## src/hdl/bitmap_allocator_first_free_assert.svh

```systemverilog
// assertion macros shared by the bitmap allocator modules
`ifndef BITMAP_ALLOCATOR_FIRST_FREE_ASSERT_SVH
`define BITMAP_ALLOCATOR_FIRST_FREE_ASSERT_SVH

`ifndef ASSERT_OFF
// property checked on every clock edge outside reset
`define BMA_ASSERT(lbl, prop) \
    lbl: assert property (@(posedge i_clk) disable iff (!i_rst_n) prop) \
        else $error("bitmap allocator assertion failed");
// condition in one cycle implies a condition in the next
`define BMA_ASSERT_NEXT(lbl, ante, cons) \
    lbl: assert property (@(posedge i_clk) disable iff (!i_rst_n) (ante) |=> (cons)) \
        else $error("bitmap allocator assertion failed");
`else
`define BMA_ASSERT(lbl, prop)
`define BMA_ASSERT_NEXT(lbl, ante, cons)
`endif

`endif

```

## src/hdl/bma_pkg.sv

```systemverilog
// shared constants, codes and types of the bitmap allocator
package bma_pkg;

    // map geometry
    localparam int MAX_BITS   = 4096;
    localparam int WORD_BITS  = 64;
    localparam int WORD_SLOTS = (MAX_BITS + WORD_BITS - 1) / WORD_BITS;
    localparam int BIT_W      = $clog2(WORD_BITS);
    localparam int WADDR_W    = $clog2(WORD_SLOTS);
    localparam int PTR_W      = WADDR_W + 1;
    localparam int IDX_W      = 12;
    localparam int SIZE_W     = 13;

    // byte split of the trailing-ones search
    localparam int BYTE_BITS  = 8;
    localparam int BYTE_COUNT = WORD_BITS / BYTE_BITS;
    localparam int SEL_W      = $clog2(BYTE_COUNT);
    localparam int TZ_W       = $clog2(BYTE_BITS);

    // action codes
    typedef logic [1:0] t_action;
    localparam t_action ACT_READ  = 2'd0;
    localparam t_action ACT_SET   = 2'd1;
    localparam t_action ACT_CLEAR = 2'd2;

    // controller states
    typedef enum logic [4:0] {
        S_IDLE = 5'b00001,
        S_MOD  = 5'b00010,
        S_SCAN = 5'b00100,
        S_TZ1  = 5'b01000,
        S_TZ2  = 5'b10000
    } t_state;

    // controller to datapath
    typedef struct packed {
        logic start;
        logic modify;
        logic scan;
        logic stage;
        logic load;
    } t_cmd;

    // datapath to controller
    typedef struct packed {
        logic err_now;
        logic scan_go;
        logic scan_more;
    } t_status;

endpackage

```

## src/hdl/bma_ctrl.sv

```systemverilog
// sequencing controller of the bitmap allocator
module bma_ctrl (
    input  logic             i_clk,
    input  logic             i_rst_n,
    input  logic             i_in_valid,
    output logic             o_in_stall,
    output logic             o_out_valid,
    input  logic             i_out_stall,
    input  bma_pkg::t_status i_status,
    output bma_pkg::t_cmd    o_cmd
);
    import bma_pkg::*;

    t_state r_state, n_state;
    logic   r_out_valid, n_out_valid;
    logic   out_free;
    logic   ready;
    logic   accept;

    // handshake decode
    assign out_free = !r_out_valid || !i_out_stall;
    assign ready    = (r_state == S_IDLE) || ((r_state == S_TZ2) && out_free);
    assign accept   = i_in_valid && ready;

    assign o_in_stall  = !ready;
    assign o_out_valid = r_out_valid;

    // datapath commands
    always_comb begin
        o_cmd.start  = accept;
        o_cmd.modify = (r_state == S_MOD);
        o_cmd.scan   = (r_state == S_SCAN);
        o_cmd.stage  = (r_state == S_TZ1);
        o_cmd.load   = (r_state == S_TZ2) && out_free;
    end

    // next state
    always_comb begin
        n_state = r_state;
        unique case (r_state)
            S_IDLE: begin
                if (accept) begin
                    n_state = i_status.err_now ? S_TZ1 : S_MOD;
                end
            end
            S_MOD: begin
                n_state = i_status.scan_go ? S_SCAN : S_TZ1;
            end
            S_SCAN: begin
                n_state = i_status.scan_more ? S_SCAN : S_TZ1;
            end
            S_TZ1: begin
                n_state = S_TZ2;
            end
            S_TZ2: begin
                if (accept) begin
                    n_state = i_status.err_now ? S_TZ1 : S_MOD;
                end else if (out_free) begin
                    n_state = S_IDLE;
                end
            end
            default: begin
                n_state = S_IDLE;
            end
        endcase
    end

    // output transaction valid
    always_comb begin
        n_out_valid = r_out_valid;
        if (o_cmd.load) begin
            n_out_valid = 1'b1;
        end else if (!i_out_stall) begin
            n_out_valid = 1'b0;
        end
    end

    always_ff @(posedge i_clk) begin
        if (!i_rst_n) begin
            r_state     <= S_IDLE;
            r_out_valid <= 1'b0;
        end else begin
            r_state     <= n_state;
            r_out_valid <= n_out_valid;
        end
    end

    // checks
    `include "bitmap_allocator_first_free_assert.svh"
    `BMA_ASSERT(a_out_from_finish, $rose(r_out_valid) |-> $past(r_state == S_TZ2))
    `BMA_ASSERT_NEXT(a_modify_moves_on, r_state == S_MOD, r_state == S_SCAN || r_state == S_TZ1)
    `BMA_ASSERT_NEXT(a_error_skips_modify, o_cmd.start && i_status.err_now, r_state == S_TZ1)

endmodule

```

## src/hdl/bma_datapath.sv

```systemverilog
// word store, pointer, scan and lowest-free search of the bitmap allocator
module bma_datapath (
    input  logic                         i_clk,
    input  logic                         i_rst_n,
    input  logic                         i_cfg_we,
    input  logic [bma_pkg::SIZE_W-1:0]   i_cfg_data,
    input  bma_pkg::t_action             i_action,
    input  logic [bma_pkg::IDX_W-1:0]    i_index,
    input  bma_pkg::t_cmd                i_cmd,
    output bma_pkg::t_status             o_status,
    output logic                         o_bit_value,
    output logic [bma_pkg::IDX_W-1:0]    o_free_index,
    output logic                         o_free_found,
    output logic                         o_range_error
);
    import bma_pkg::*;

    // word count of a size, rounded up
    function automatic logic [PTR_W-1:0] word_len(input logic [SIZE_W-1:0] s);
        logic [SIZE_W:0] sum;
        sum = {1'b0, s} + (SIZE_W+1)'(WORD_BITS - 1);
        return PTR_W'(sum[SIZE_W:BIT_W]);
    endfunction

    // bits of the last word that lie inside a size
    function automatic logic [WORD_BITS-1:0] last_mask(input logic [SIZE_W-1:0] s);
        logic [WORD_BITS-1:0] m;
        if (s[BIT_W-1:0] == '0) begin
            m = '1;
        end else begin
            m = ~({WORD_BITS{1'b1}} << s[BIT_W-1:0]);
        end
        return m;
    endfunction

    // store and its valid bits
    logic [WORD_BITS-1:0]  r_mem [WORD_SLOTS];
    logic [WORD_SLOTS-1:0] r_vld;
    logic [WORD_BITS-1:0]  r_rdata;
    logic                  r_rd_vld;

    // size registers
    logic [SIZE_W-1:0]    r_size;
    logic [PTR_W-1:0]     r_len;
    logic [PTR_W-1:0]     r_len_m1;
    logic [WORD_BITS-1:0] r_last_mask;

    // current transaction
    t_action            r_action;
    logic [IDX_W-1:0]   r_index;
    logic               r_err;
    logic               r_bitv;
    logic [PTR_W-1:0]   r_fow;
    logic [WADDR_W-1:0] r_scan;

    // search stage
    logic [WORD_BITS-1:0]  r_tz_word;
    logic [BYTE_COUNT-1:0] r_tz_full;

    // result register
    logic             r_out_bit;
    logic [IDX_W-1:0] r_out_fidx;
    logic             r_out_found;
    logic             r_out_err;

    logic [SIZE_W-1:0]    cfg_sat;
    logic [WORD_BITS-1:0] word_q;
    logic                 err_now;
    logic [WADDR_W-1:0]   w;
    logic [BIT_W-1:0]     b;
    logic [WORD_BITS-1:0] bit_mask;
    logic [WORD_BITS-1:0] new_word;
    logic                 we;
    logic [PTR_W-1:0]     st_pos;
    logic [WORD_BITS-1:0] st_word;
    logic                 st_last;
    logic                 st_full;
    logic                 st_more;
    logic [PTR_W-1:0]     st_end;
    logic                 touch_first;
    logic                 scan_go;
    logic [PTR_W-1:0]     fow_next;
    logic [WADDR_W-1:0]   rd_addr;
    logic [SEL_W-1:0]     sel;
    logic                 all_full;
    logic [BYTE_BITS-1:0] sel_byte;
    logic [TZ_W-1:0]      tz;
    logic [BIT_W:0]       ones;
    logic [SIZE_W-1:0]    pos;
    logic                 found;

    // operand decode
    assign cfg_sat  = (i_cfg_data > SIZE_W'(MAX_BITS)) ? SIZE_W'(MAX_BITS) : i_cfg_data;
    assign word_q   = r_rd_vld ? r_rdata : '0;
    assign err_now  = {1'b0, i_index} >= r_size;
    assign w        = r_index[IDX_W-1:BIT_W];
    assign b        = r_index[BIT_W-1:0];
    assign bit_mask = {{(WORD_BITS-1){1'b0}}, 1'b1} << b;

    // modified word
    always_comb begin
        case (r_action)
            ACT_READ:  new_word = word_q;
            ACT_SET:   new_word = word_q | bit_mask;
            ACT_CLEAR: new_word = word_q & ~bit_mask;
            default:   new_word = word_q;
        endcase
    end

    assign we = i_cmd.modify && ((r_action == ACT_SET) || (r_action == ACT_CLEAR));

    // one step of the forward scan over full words
    assign st_pos  = i_cmd.scan ? {1'b0, r_scan} : {1'b0, w};
    assign st_word = i_cmd.scan ? word_q : new_word;
    assign st_last = (st_pos == r_len_m1);
    assign st_full = st_last ? ((st_word & r_last_mask) == r_last_mask) : (&st_word);
    assign st_more = !st_last && st_full;
    assign st_end  = (st_last && st_full) ? r_len : st_pos;

    assign touch_first = (r_action == ACT_SET) && ({1'b0, w} == r_fow);
    assign scan_go     = touch_first && st_more;

    // pointer update
    always_comb begin
        fow_next = r_fow;
        if (i_cmd.scan) begin
            fow_next = st_end;
        end else if (touch_first) begin
            fow_next = st_end;
        end else if ((r_action == ACT_CLEAR) && ({1'b0, w} < r_fow)) begin
            fow_next = {1'b0, w};
        end
    end

    always_comb begin
        o_status.err_now   = err_now;
        o_status.scan_go   = i_cmd.modify && scan_go;
        o_status.scan_more = i_cmd.scan && st_more;
    end

    // read address select
    always_comb begin
        if (i_cmd.start) begin
            rd_addr = err_now ? r_fow[WADDR_W-1:0] : i_index[IDX_W-1:BIT_W];
        end else if (i_cmd.modify) begin
            rd_addr = scan_go ? (w + WADDR_W'(1)) : fow_next[WADDR_W-1:0];
        end else if (i_cmd.scan) begin
            rd_addr = st_more ? (r_scan + WADDR_W'(1)) : fow_next[WADDR_W-1:0];
        end else begin
            rd_addr = r_fow[WADDR_W-1:0];
        end
    end

    // word store with write-through read
    always_ff @(posedge i_clk) begin
        if (we) begin
            r_mem[w] <= new_word;
        end
        if (we && (w == rd_addr)) begin
            r_rdata <= new_word;
        end else begin
            r_rdata <= r_mem[rd_addr];
        end
    end

    // valid bits, cleared by reset and by a size write
    always_ff @(posedge i_clk) begin
        if (!i_rst_n) begin
            r_vld    <= '0;
            r_rd_vld <= 1'b0;
        end else begin
            r_rd_vld <= (we && (w == rd_addr)) || r_vld[rd_addr];
            if (i_cfg_we) begin
                r_vld <= '0;
            end else if (we) begin
                r_vld[w] <= 1'b1;
            end
        end
    end

    // size and first open word pointer
    always_ff @(posedge i_clk) begin
        if (!i_rst_n) begin
            r_size      <= SIZE_W'(MAX_BITS);
            r_len       <= word_len(SIZE_W'(MAX_BITS));
            r_len_m1    <= word_len(SIZE_W'(MAX_BITS)) - PTR_W'(1);
            r_last_mask <= last_mask(SIZE_W'(MAX_BITS));
            r_fow       <= '0;
        end else if (i_cfg_we) begin
            r_size      <= cfg_sat;
            r_len       <= word_len(cfg_sat);
            r_len_m1    <= word_len(cfg_sat) - PTR_W'(1);
            r_last_mask <= last_mask(cfg_sat);
            r_fow       <= '0;
        end else if ((i_cmd.modify && !scan_go) || (i_cmd.scan && !st_more)) begin
            r_fow <= fow_next;
        end
    end

    // transaction operands and scan position
    always_ff @(posedge i_clk) begin
        if (i_cmd.start) begin
            r_action <= i_action;
            r_index  <= i_index;
            r_err    <= err_now;
            r_bitv   <= 1'b0;
        end
        if (i_cmd.modify) begin
            r_bitv <= new_word[b];
            r_scan <= w + WADDR_W'(1);
        end else if (i_cmd.scan) begin
            r_scan <= r_scan + WADDR_W'(1);
        end
    end

    // first search stage: full flag per byte
    always_ff @(posedge i_clk) begin
        if (i_cmd.stage) begin
            r_tz_word <= word_q;
            for (int k = 0; k < BYTE_COUNT; k++) begin
                r_tz_full[k] <= &word_q[k*BYTE_BITS +: BYTE_BITS];
            end
        end
    end

    // second search stage: lowest open byte, then trailing ones in it
    always_comb begin
        sel = '0;
        for (int k = BYTE_COUNT - 1; k >= 0; k--) begin
            if (!r_tz_full[k]) begin
                sel = SEL_W'(k);
            end
        end
        all_full = &r_tz_full;
        sel_byte = r_tz_word[sel*BYTE_BITS +: BYTE_BITS];
        tz = '0;
        for (int j = BYTE_BITS - 1; j >= 0; j--) begin
            if (!sel_byte[j]) begin
                tz = TZ_W'(j);
            end
        end
        ones  = all_full ? (BIT_W+1)'(WORD_BITS) : {1'b0, sel, tz};
        pos   = {1'b0, r_fow[WADDR_W-1:0], {BIT_W{1'b0}}} + SIZE_W'(ones);
        found = (r_fow < r_len) && (pos < r_size);
    end

    // result register
    always_ff @(posedge i_clk) begin
        if (i_cmd.load) begin
            r_out_bit   <= r_bitv;
            r_out_fidx  <= found ? pos[IDX_W-1:0] : '0;
            r_out_found <= found;
            r_out_err   <= r_err;
        end
    end

    assign o_bit_value   = r_out_bit;
    assign o_free_index  = r_out_fidx;
    assign o_free_found  = r_out_found;
    assign o_range_error = r_out_err;

    // checks
    `include "bitmap_allocator_first_free_assert.svh"
    `BMA_ASSERT(a_fow_in_range, r_fow <= r_len)
    `BMA_ASSERT(a_scan_in_map, i_cmd.scan |-> (PTR_W'(r_scan) < r_len))
    `BMA_ASSERT(a_no_write_on_error, we |-> !r_err)

endmodule

```

## src/hdl/bitmap_allocator_first_free.sv

```systemverilog
// top level of the first-free bitmap allocator
//
//   channel  handshake                  payload
//   in       i_in_valid / o_in_stall    i_action, i_index
//   out      o_out_valid / i_out_stall  o_bit_value, o_free_index, o_free_found, o_range_error
//   cfg      i_cfg_we                   i_cfg_data (bit_count)
//
// a read, a clear or a set that needs no scan passes the modify state and both
// search stages, an out-of-range index the search stages alone; a set that fills
// the first open word below the last word adds a scan step for each following word
// the scan reads, the full ones and the one it stops at (one store read per cycle).
// the store of 64 words has a valid bit per word, so reset and a bit_count
// write clear the map at once; no clearing pass.
// a result waits in the output register under stall; the next transaction is
// taken in the cycle the result is loaded, and none while a result cannot be.
module bitmap_allocator_first_free (
    input  logic                        i_clk,
    input  logic                        i_rst_n,
    input  logic                        i_cfg_we,
    input  logic [bma_pkg::SIZE_W-1:0]  i_cfg_data,
    input  logic                        i_in_valid,
    output logic                        o_in_stall,
    input  bma_pkg::t_action            i_action,
    input  logic [bma_pkg::IDX_W-1:0]   i_index,
    output logic                        o_out_valid,
    input  logic                        i_out_stall,
    output logic                        o_bit_value,
    output logic [bma_pkg::IDX_W-1:0]   o_free_index,
    output logic                        o_free_found,
    output logic                        o_range_error
);
    import bma_pkg::*;

    t_cmd    cmd;
    t_status status;

    // sequencing
    bma_ctrl u_ctrl (
        .i_clk       (i_clk),
        .i_rst_n     (i_rst_n),
        .i_in_valid  (i_in_valid),
        .o_in_stall  (o_in_stall),
        .o_out_valid (o_out_valid),
        .i_out_stall (i_out_stall),
        .i_status    (status),
        .o_cmd       (cmd)
    );

    // store and search
    bma_datapath u_datapath (
        .i_clk         (i_clk),
        .i_rst_n       (i_rst_n),
        .i_cfg_we      (i_cfg_we),
        .i_cfg_data    (i_cfg_data),
        .i_action      (i_action),
        .i_index       (i_index),
        .i_cmd         (cmd),
        .o_status      (status),
        .o_bit_value   (o_bit_value),
        .o_free_index  (o_free_index),
        .o_free_found  (o_free_found),
        .o_range_error (o_range_error)
    );

endmodule

```

## config.mk

```make
export PLATFORM = sky130hd
export DESIGN_NAME = bitmap_allocator_first_free
export DESIGN_NICKNAME = d
export VERILOG_FILES = /design/src/hdl/bma_pkg.sv /design/src/hdl/bma_ctrl.sv /design/src/hdl/bma_datapath.sv /design/src/hdl/bitmap_allocator_first_free.sv
export VERILOG_INCLUDE_DIRS = /design/src /design/src/hdl
export SDC_FILE = /design/constraint.sdc
export NUM_CORES = 2
export LEC_CHECK = 0
export ABC_CLOCK_PERIOD_IN_PS = 5200
export BUFFER_PORTS_ARGS = -buffer_cell sky130_fd_sc_hd__buf_2
export CAP_MARGIN = 20
export CORE_AREA = 2 2 714 503
export CTS_CLUSTER_SIZE = 40
export DETAILED_ROUTE_END_ITERATION = 7
export DIE_AREA = 0 0 716 505
export HOLD_SLACK_MARGIN = 0.12
export PLACE_DENSITY = 0.69
export REMOVE_ABC_BUFFERS = 1
export SETUP_SLACK_MARGIN = 0.2
export SKIP_CTS_REPAIR_TIMING = 1
export SYNTH_ARGS = -nofsm -noshare
export SYNTH_HDL_FRONTEND = slang
export SYNTH_SLANG_ARGS = --single-unit
```

## constraint.sdc

```tcl
create_clock -name i_clk -period 5.2 [get_ports i_clk]
set_clock_uncertainty 0.05 [all_clocks]
set_input_delay 0.26 -clock i_clk [delete_from_list [all_inputs] [get_ports i_clk]]
set_output_delay 0.26 -clock i_clk [all_outputs]
set_load 0.02 [all_outputs]
```

==> After elaboration in Yosys (flattened, before gate mapping) <==
Memories as Yosys holds them, arrays and structs flattened. A register that Yosys moved wholly into a read port is not among the register bits.
Index checks and enable logic that the tools add are counted.
{ "op_classes": {"mux": 55, "n_eq_ne": 14, "n_lt_le_gt_ge": 9, "addsub": 5, "reduce_logical": 43, "n_bitwise": 7, "shifts": 3} }
{ "ops": {"columns": ["op", "count"], "rows": [
  ["$mux W64", 3],
  ["$and A64 B64 Y64", 2],
  ["$not A64 Y64", 2],
  ["$or A64 B64 Y64", 2],
  ["$pmux W64 S2", 1],
  ["$reduce_and A8 Y1", 9],
  ["$eq A64 B64 Y1", 1],
  ["$reduce_and A64 Y1", 1],
  ["$shiftx A64 B7 Y8", 1],
  ["$shl A1 B6 Y64 const A", 1],
  ["$shl A64 B6 Y64 const A", 1],
  ["$mux W6", 9],
  ["$mux W3", 16],
  ["$mux W7", 5],
  ["$pmux W5 S5", 1],
  ["$lt A6 B7 Y1 const B", 3],
  ["$logic_and A1 B1 Y1", 15],
  ["$mux W5", 3],
  ["$add A12 B7 Y13", 1],
  ["$add A13 B6 Y13 const B", 1],
  ["$ge A12 B13 Y1", 1],
  ["$gt A13 B13 Y1 const B", 1],
  ["$lt A13 B13 Y1", 1],
  ["$mux W13", 1],
  ["29 further kinds", 54]
]} }
{ "totals": {"ff_bits": 278, "out_inout_bits": 17, "elab_cells": 158, "input_bits": 32, "memories": 1, "ramBits": 4096} }
{ "mem_list": {"columns": ["name", "words", "width", "rd", "rd_clocked_by_memory_dff", "write_ports", "line", "text"], "rows": [
  ["u_datapath.r_mem", 64, 64, 1, 1, 1, "bma_datapath.sv:37", "logic [WORD_BITS-1:0] r_mem [WORD_SLOTS];"]
]} }

==> Depth between registers and ports, before layout <==
{ "depth": {"ltp_word": 21, "ltp_mapped": 27, "depth_no_buf": 21} }

==> Modules after synthesis <==
Synthesis repeated with hierarchy kept, for this count alone.
{ "hier_totals": {"cells_unflattened": 9900, "area_unflattened_um2": 178084.5} }
{ "by_module_without_submodules": {"columns": ["mod", "instances", "seq_area_each_um2", "cells_each", "area_per_inst_um2"], "rows": [
  ["bma_datapath", 1, 129654.3, 9856, 177690.4],
  ["bma_ctrl", 1, 120.1, 44, 394.1]
]} }

==> Least setup slack after synthesis <==
Ideal clock, no wire load.
{ "synth_timing": {"path_kind": "register to register", "startpoint": "register with a tool-made name", "endpoint": "register u_datapath.r_bitv, data pin", "period_less_slack_ns": 5.674, "path_stages_with_launch": 20, "arrival_ns": 5.444, "n_path_buf": 6, "required_time_ns": 4.970, "slack_ns": -0.474, "setup_time_ns": 0.180, "cell_sequence": "dfxtp_1 > buf_6 > buf_6 > buf_4 > buf_4 > buf_4 > buf_4 > mux2i_1 > a22oi_1 > nand3_1 > nand4_1 > nand2_1 > nor2_1 > a2bb2oi_1 > mux2_2 > a22oi_1 > o22ai_1 > a211oi_1 > mux4_2 > a221oi_1"} }
{ "synth_rtl": {"columns": ["item", "line", "text"], "rows": [
  ["end signal: assignment", "bma_datapath.sv:209", "r_bitv <= new_word[b];"],
  ["end: declaration", "bma_datapath.sv:52", "logic r_bitv;"]
]} }

==> run_results.csv <==
group,metric,value,unit
drt,viasPerCell,6.859,
worst_setup_path,slowest_delay,550,ps
placed_design,hpwlAfterDp,475.4,mm
yosys,ys_async_sr_fraction,0,%
worst_setup_path,end_kind,"flop",
yosys,syn-mean-instance-area,17.62,um^2
clock_network,clk_latency,1000,ps
sta,setup_ws,-1124,ps
clock_network,clkTransAtPathRegs,70,ps
drt,postRouteAntennaNets,0,
drt,first_pass_iters,8,
cells_and_area,syn_to_final_growth,21.20,%
drt,vias,116100,
worst_setup_path,critPathMaxFanout,8,
sta,fin_setup_tns,-2533,ps
clock_network,cts_sinks,4380,
min_path,hold_class,"in2reg",
cells_and_area,fillCellCount,25530,
global_routing,grt_max_degree,99,
sta,grt_setup_unrepaired,"yes",
power,vdd_drop_max,0.0003142,V
yosys,ys.flop_type,"edfxtp_1",
global_routing,grt_usage,38.90,%
drt,wirelength,720.3,mm
sta,min_period_over_period,121.6,%
yosys,ys_ff_latch,4380,
worst_setup_path,cp_slowest_cell,"or4_4",
sta,setup_viol,6,
clock_network,cts_tree,"built",
run_status,violations,"negative setup slack",
sta,timing.final.max_slew_violations,0,
drt,drc,0,
sta,fmax,158.1,MHz
yosys,synth_edf_count,4205,
die,num_rows,183,
worst_setup_path,cp_common_cell,"buf_4",
yosys,syn_area,176500,um^2
cells_and_area,nets,11920,
power,cellPowerDensity,382.1,nW/um^2
global_routing,antenna_found_initial,62,
sta,min_period,6324,ps
sta,worstMarginPinSlew,1265,ps
power,p_leak,70.60,nW
worst_setup_path,regToRegSetupSlack,-1120,ps
flow_run,timing.max_cap.violations,0,
yosys,synthDistinctLibCells,113,
die,num_io_pins,49,
worst_setup_path,critPathKind,"reg2reg",
yosys,syn_inst,10020,
die,die_area,361600,um^2
clock_network,cts_max_level,5,
drt,wire_per_inst,42.57,um
worst_setup_path,reg2reg_to,"u_datapath.r_rd_vld",
worst_setup_path,cp.arrival,7090,ps
yosys,seq_area_frac_synth,73.52,%
clock_network,clock-root-buffer,"clkbuf_16",
min_path,hold_depth,2,
die,dieWidth,716,um
worst_setup_path,reg2reg_depth,28,
clock_network,cts_made_buffers,406,
die,start_util,49.83,%
die,core_area,354200,um^2
yosys,synth_warnings,0,
placed_design,gp_congestion,1.069,
global_routing,grt_pass1_vias,107500,
run_status,outcome,"complete, but fails checks",
min_path,worstHoldEndpoint,"u_datapath.r_index[8]",
worst_setup_path,required,5960,ps
global_routing,grt_overflow,0,
worst_setup_path,critPathLaunchType,"flop",
drt,drtIter0Drc,21670,
cells_and_area,final_cell_mix,"4205 x edfxtp_1, 1538 x buf_4, 1150 x mux2i_1",
sta,finalHoldViolCount,0,
die,die_y,505,um
sta,maxSlewHeadroom,15.45,%
global_routing,grt_pass1_wl,946.6,mm
placed_design,portBuffers,48,
min_path,hp-start,"i_index[8]",
placed_design,place_ws,-1476,ps
cells_and_area,drive_above_1_share,28.79,%
clock_network,cts_max_path_buffers,4,
cells_and_area,final_common_cell,"edfxtp_1",
[cells in the mapped netlist (all sizes together) (21+ instances only)]
cell | number | area, um^2
edfxtp | 4205 | 126300
mux2i | 1154 | 11550
mux4 | 499 | 11250
nor2 | 485 | 1833
nand2 | 412 | 1557
a22oi | 403 | 3025
buf | 380 | 2816
nand3 | 267 | 1341
a21oi | 235 | 1191
clkbuf | 205 | 769.5
o21ai | 199 | 996.0
dfxtp | 175 | 3503
o22ai | 162 | 1013
inv | 113 | 431.7
nand4 | 110 | 688.2
mux2 | 95 | 1074
nor3 | 78 | 390.4
a31oi | 63 | 394.1
a211oi | 48 | 375.4
nor2b | 48 | 300.3
nor4 | 47 | 319.1
ha | 43 | 538.0
a22o | 35 | 306.5
o221ai | 34 | 297.8
nand2b | 33 | 206.5
o211ai | 27 | 221.5
o21a | 25 | 187.7
and3 | 24 | 150.1
and2 | 21 | 131.4
or2 | 21 | 131.4
xnor2 | 21 | 191.4
[state kept, by name, indices dropped and copies added (netlist names), named ones only]
signal	cells
u_datapath.r_fow	7
u_datapath.r_action	2
u_datapath.o_range_error	1
u_datapath.r_err	1
u_datapath.r_len_m1	7
u_datapath.r_index	12
u_datapath.o_bit_value	1
u_datapath.r_tz_full	8
u_datapath.r_len	7
u_ctrl.o_out_valid	1
u_datapath.r_mem	4096
u_datapath.r_size	13
u_datapath.r_scan	6
u_datapath.r_last_mask	64
u_datapath.o_free_found	1
u_datapath.r_vld	64
u_datapath.o_free_index	12
u_ctrl.r_state	5
u_datapath.r_tz_word	64
u_datapath.r_bitv	1
u_datapath.r_rd_vld	1
[how the worst max path moves through the flow]
stage / startpoint / end / slack, ps / cells past startpoint
after global placement: flop / u_datapath.r_rd_vld / -1500 / 24
after global routing: flop / u_datapath.r_rd_vld / -1150 / 27
final: flop / u_datapath.r_rd_vld / -1120 / 28
after detailed placement: flop / u_datapath.r_rd_vld / -1480 / 24
after floorplan: flop / u_datapath.r_bitv / -50790 / 12
after CTS: flop / u_datapath.r_rd_vld / -1570 / 24
[where the power goes]
part | internal [W] | switching, W
sequential | 0.0395 | 0.000113
clock | 0.0166 | 0.0134
combinational | 0.00445 | 0.00776
total | 0.0605 | 0.0213
[layer usage]
metal	wire length (um)	share of wire [%]	track usage, %	up-vias
met5	323	0.045	0	-
met4	35280	4.9	15.63	44
met3	120700	17	15.37	1620
met2	287800	40	51.83	10370
met1	276200	38	56.92	59760
li1	-	-	-	44270
[per-stage QoR]
step | total power [W] | area [um^2] | instances | hold slack (ps) | util (%)
floorplan | 0.04949 | 172900 | 9431 | 271.9 | -
global placement | 0.05138 | 198100 | 16020 | 390.2 | 55.93
detailed placement | 0.05153 | 198200 | 16020 | 399.5 | 55.95
CTS | 0.08086 | 211200 | 16760 | -568.1 | 59.64
global route | 0.08331 | 213900 | 16900 | 131.1 | 60.39
finish | 0.08175 | 213900 | 16920 | 138.2 | 60.40
[cells by family after synthesis]
kind of cell	synth area share [%]
multiplexers	13.52
AO/OA/AOI/OAI	5.731
AND/OR/NAND/NOR	4.485
flip-flops	73.52
XOR/XNOR	0.1531
adder cells (fa/ha/maj)	0.3048
buffers and inverters	2.285
[cell type report]
type / count / area, um^2 / area share (%)
sequential: 4380 / 129800 / 60.67
clock inverter: 228 / 2172 / 1.015
inverter: 117 / 454.2 / 0.2123
clock buffer: 508 / 10890 / 5.090
tap: 4717 / 5902 / 2.759
timing repair buffer: 2009 / 19710 / 9.211
antenna: 27 / 67.56 / 0.03158
multi-input combinational: 4934 / 44960 / 21.01
[worst max-delay path, delay by kind of cell (launching register included)]
family                    cells  cell delay [ps]
and+or+nand+nor              12             2930
buffers and inverters        11             1740
AOI/OAI and AO/OA             3              530
DFF                           1              390
muxes                         1              300
xor gates and xnor gates      1              140
Note: power is estimated with default switching activity, not from simulation.
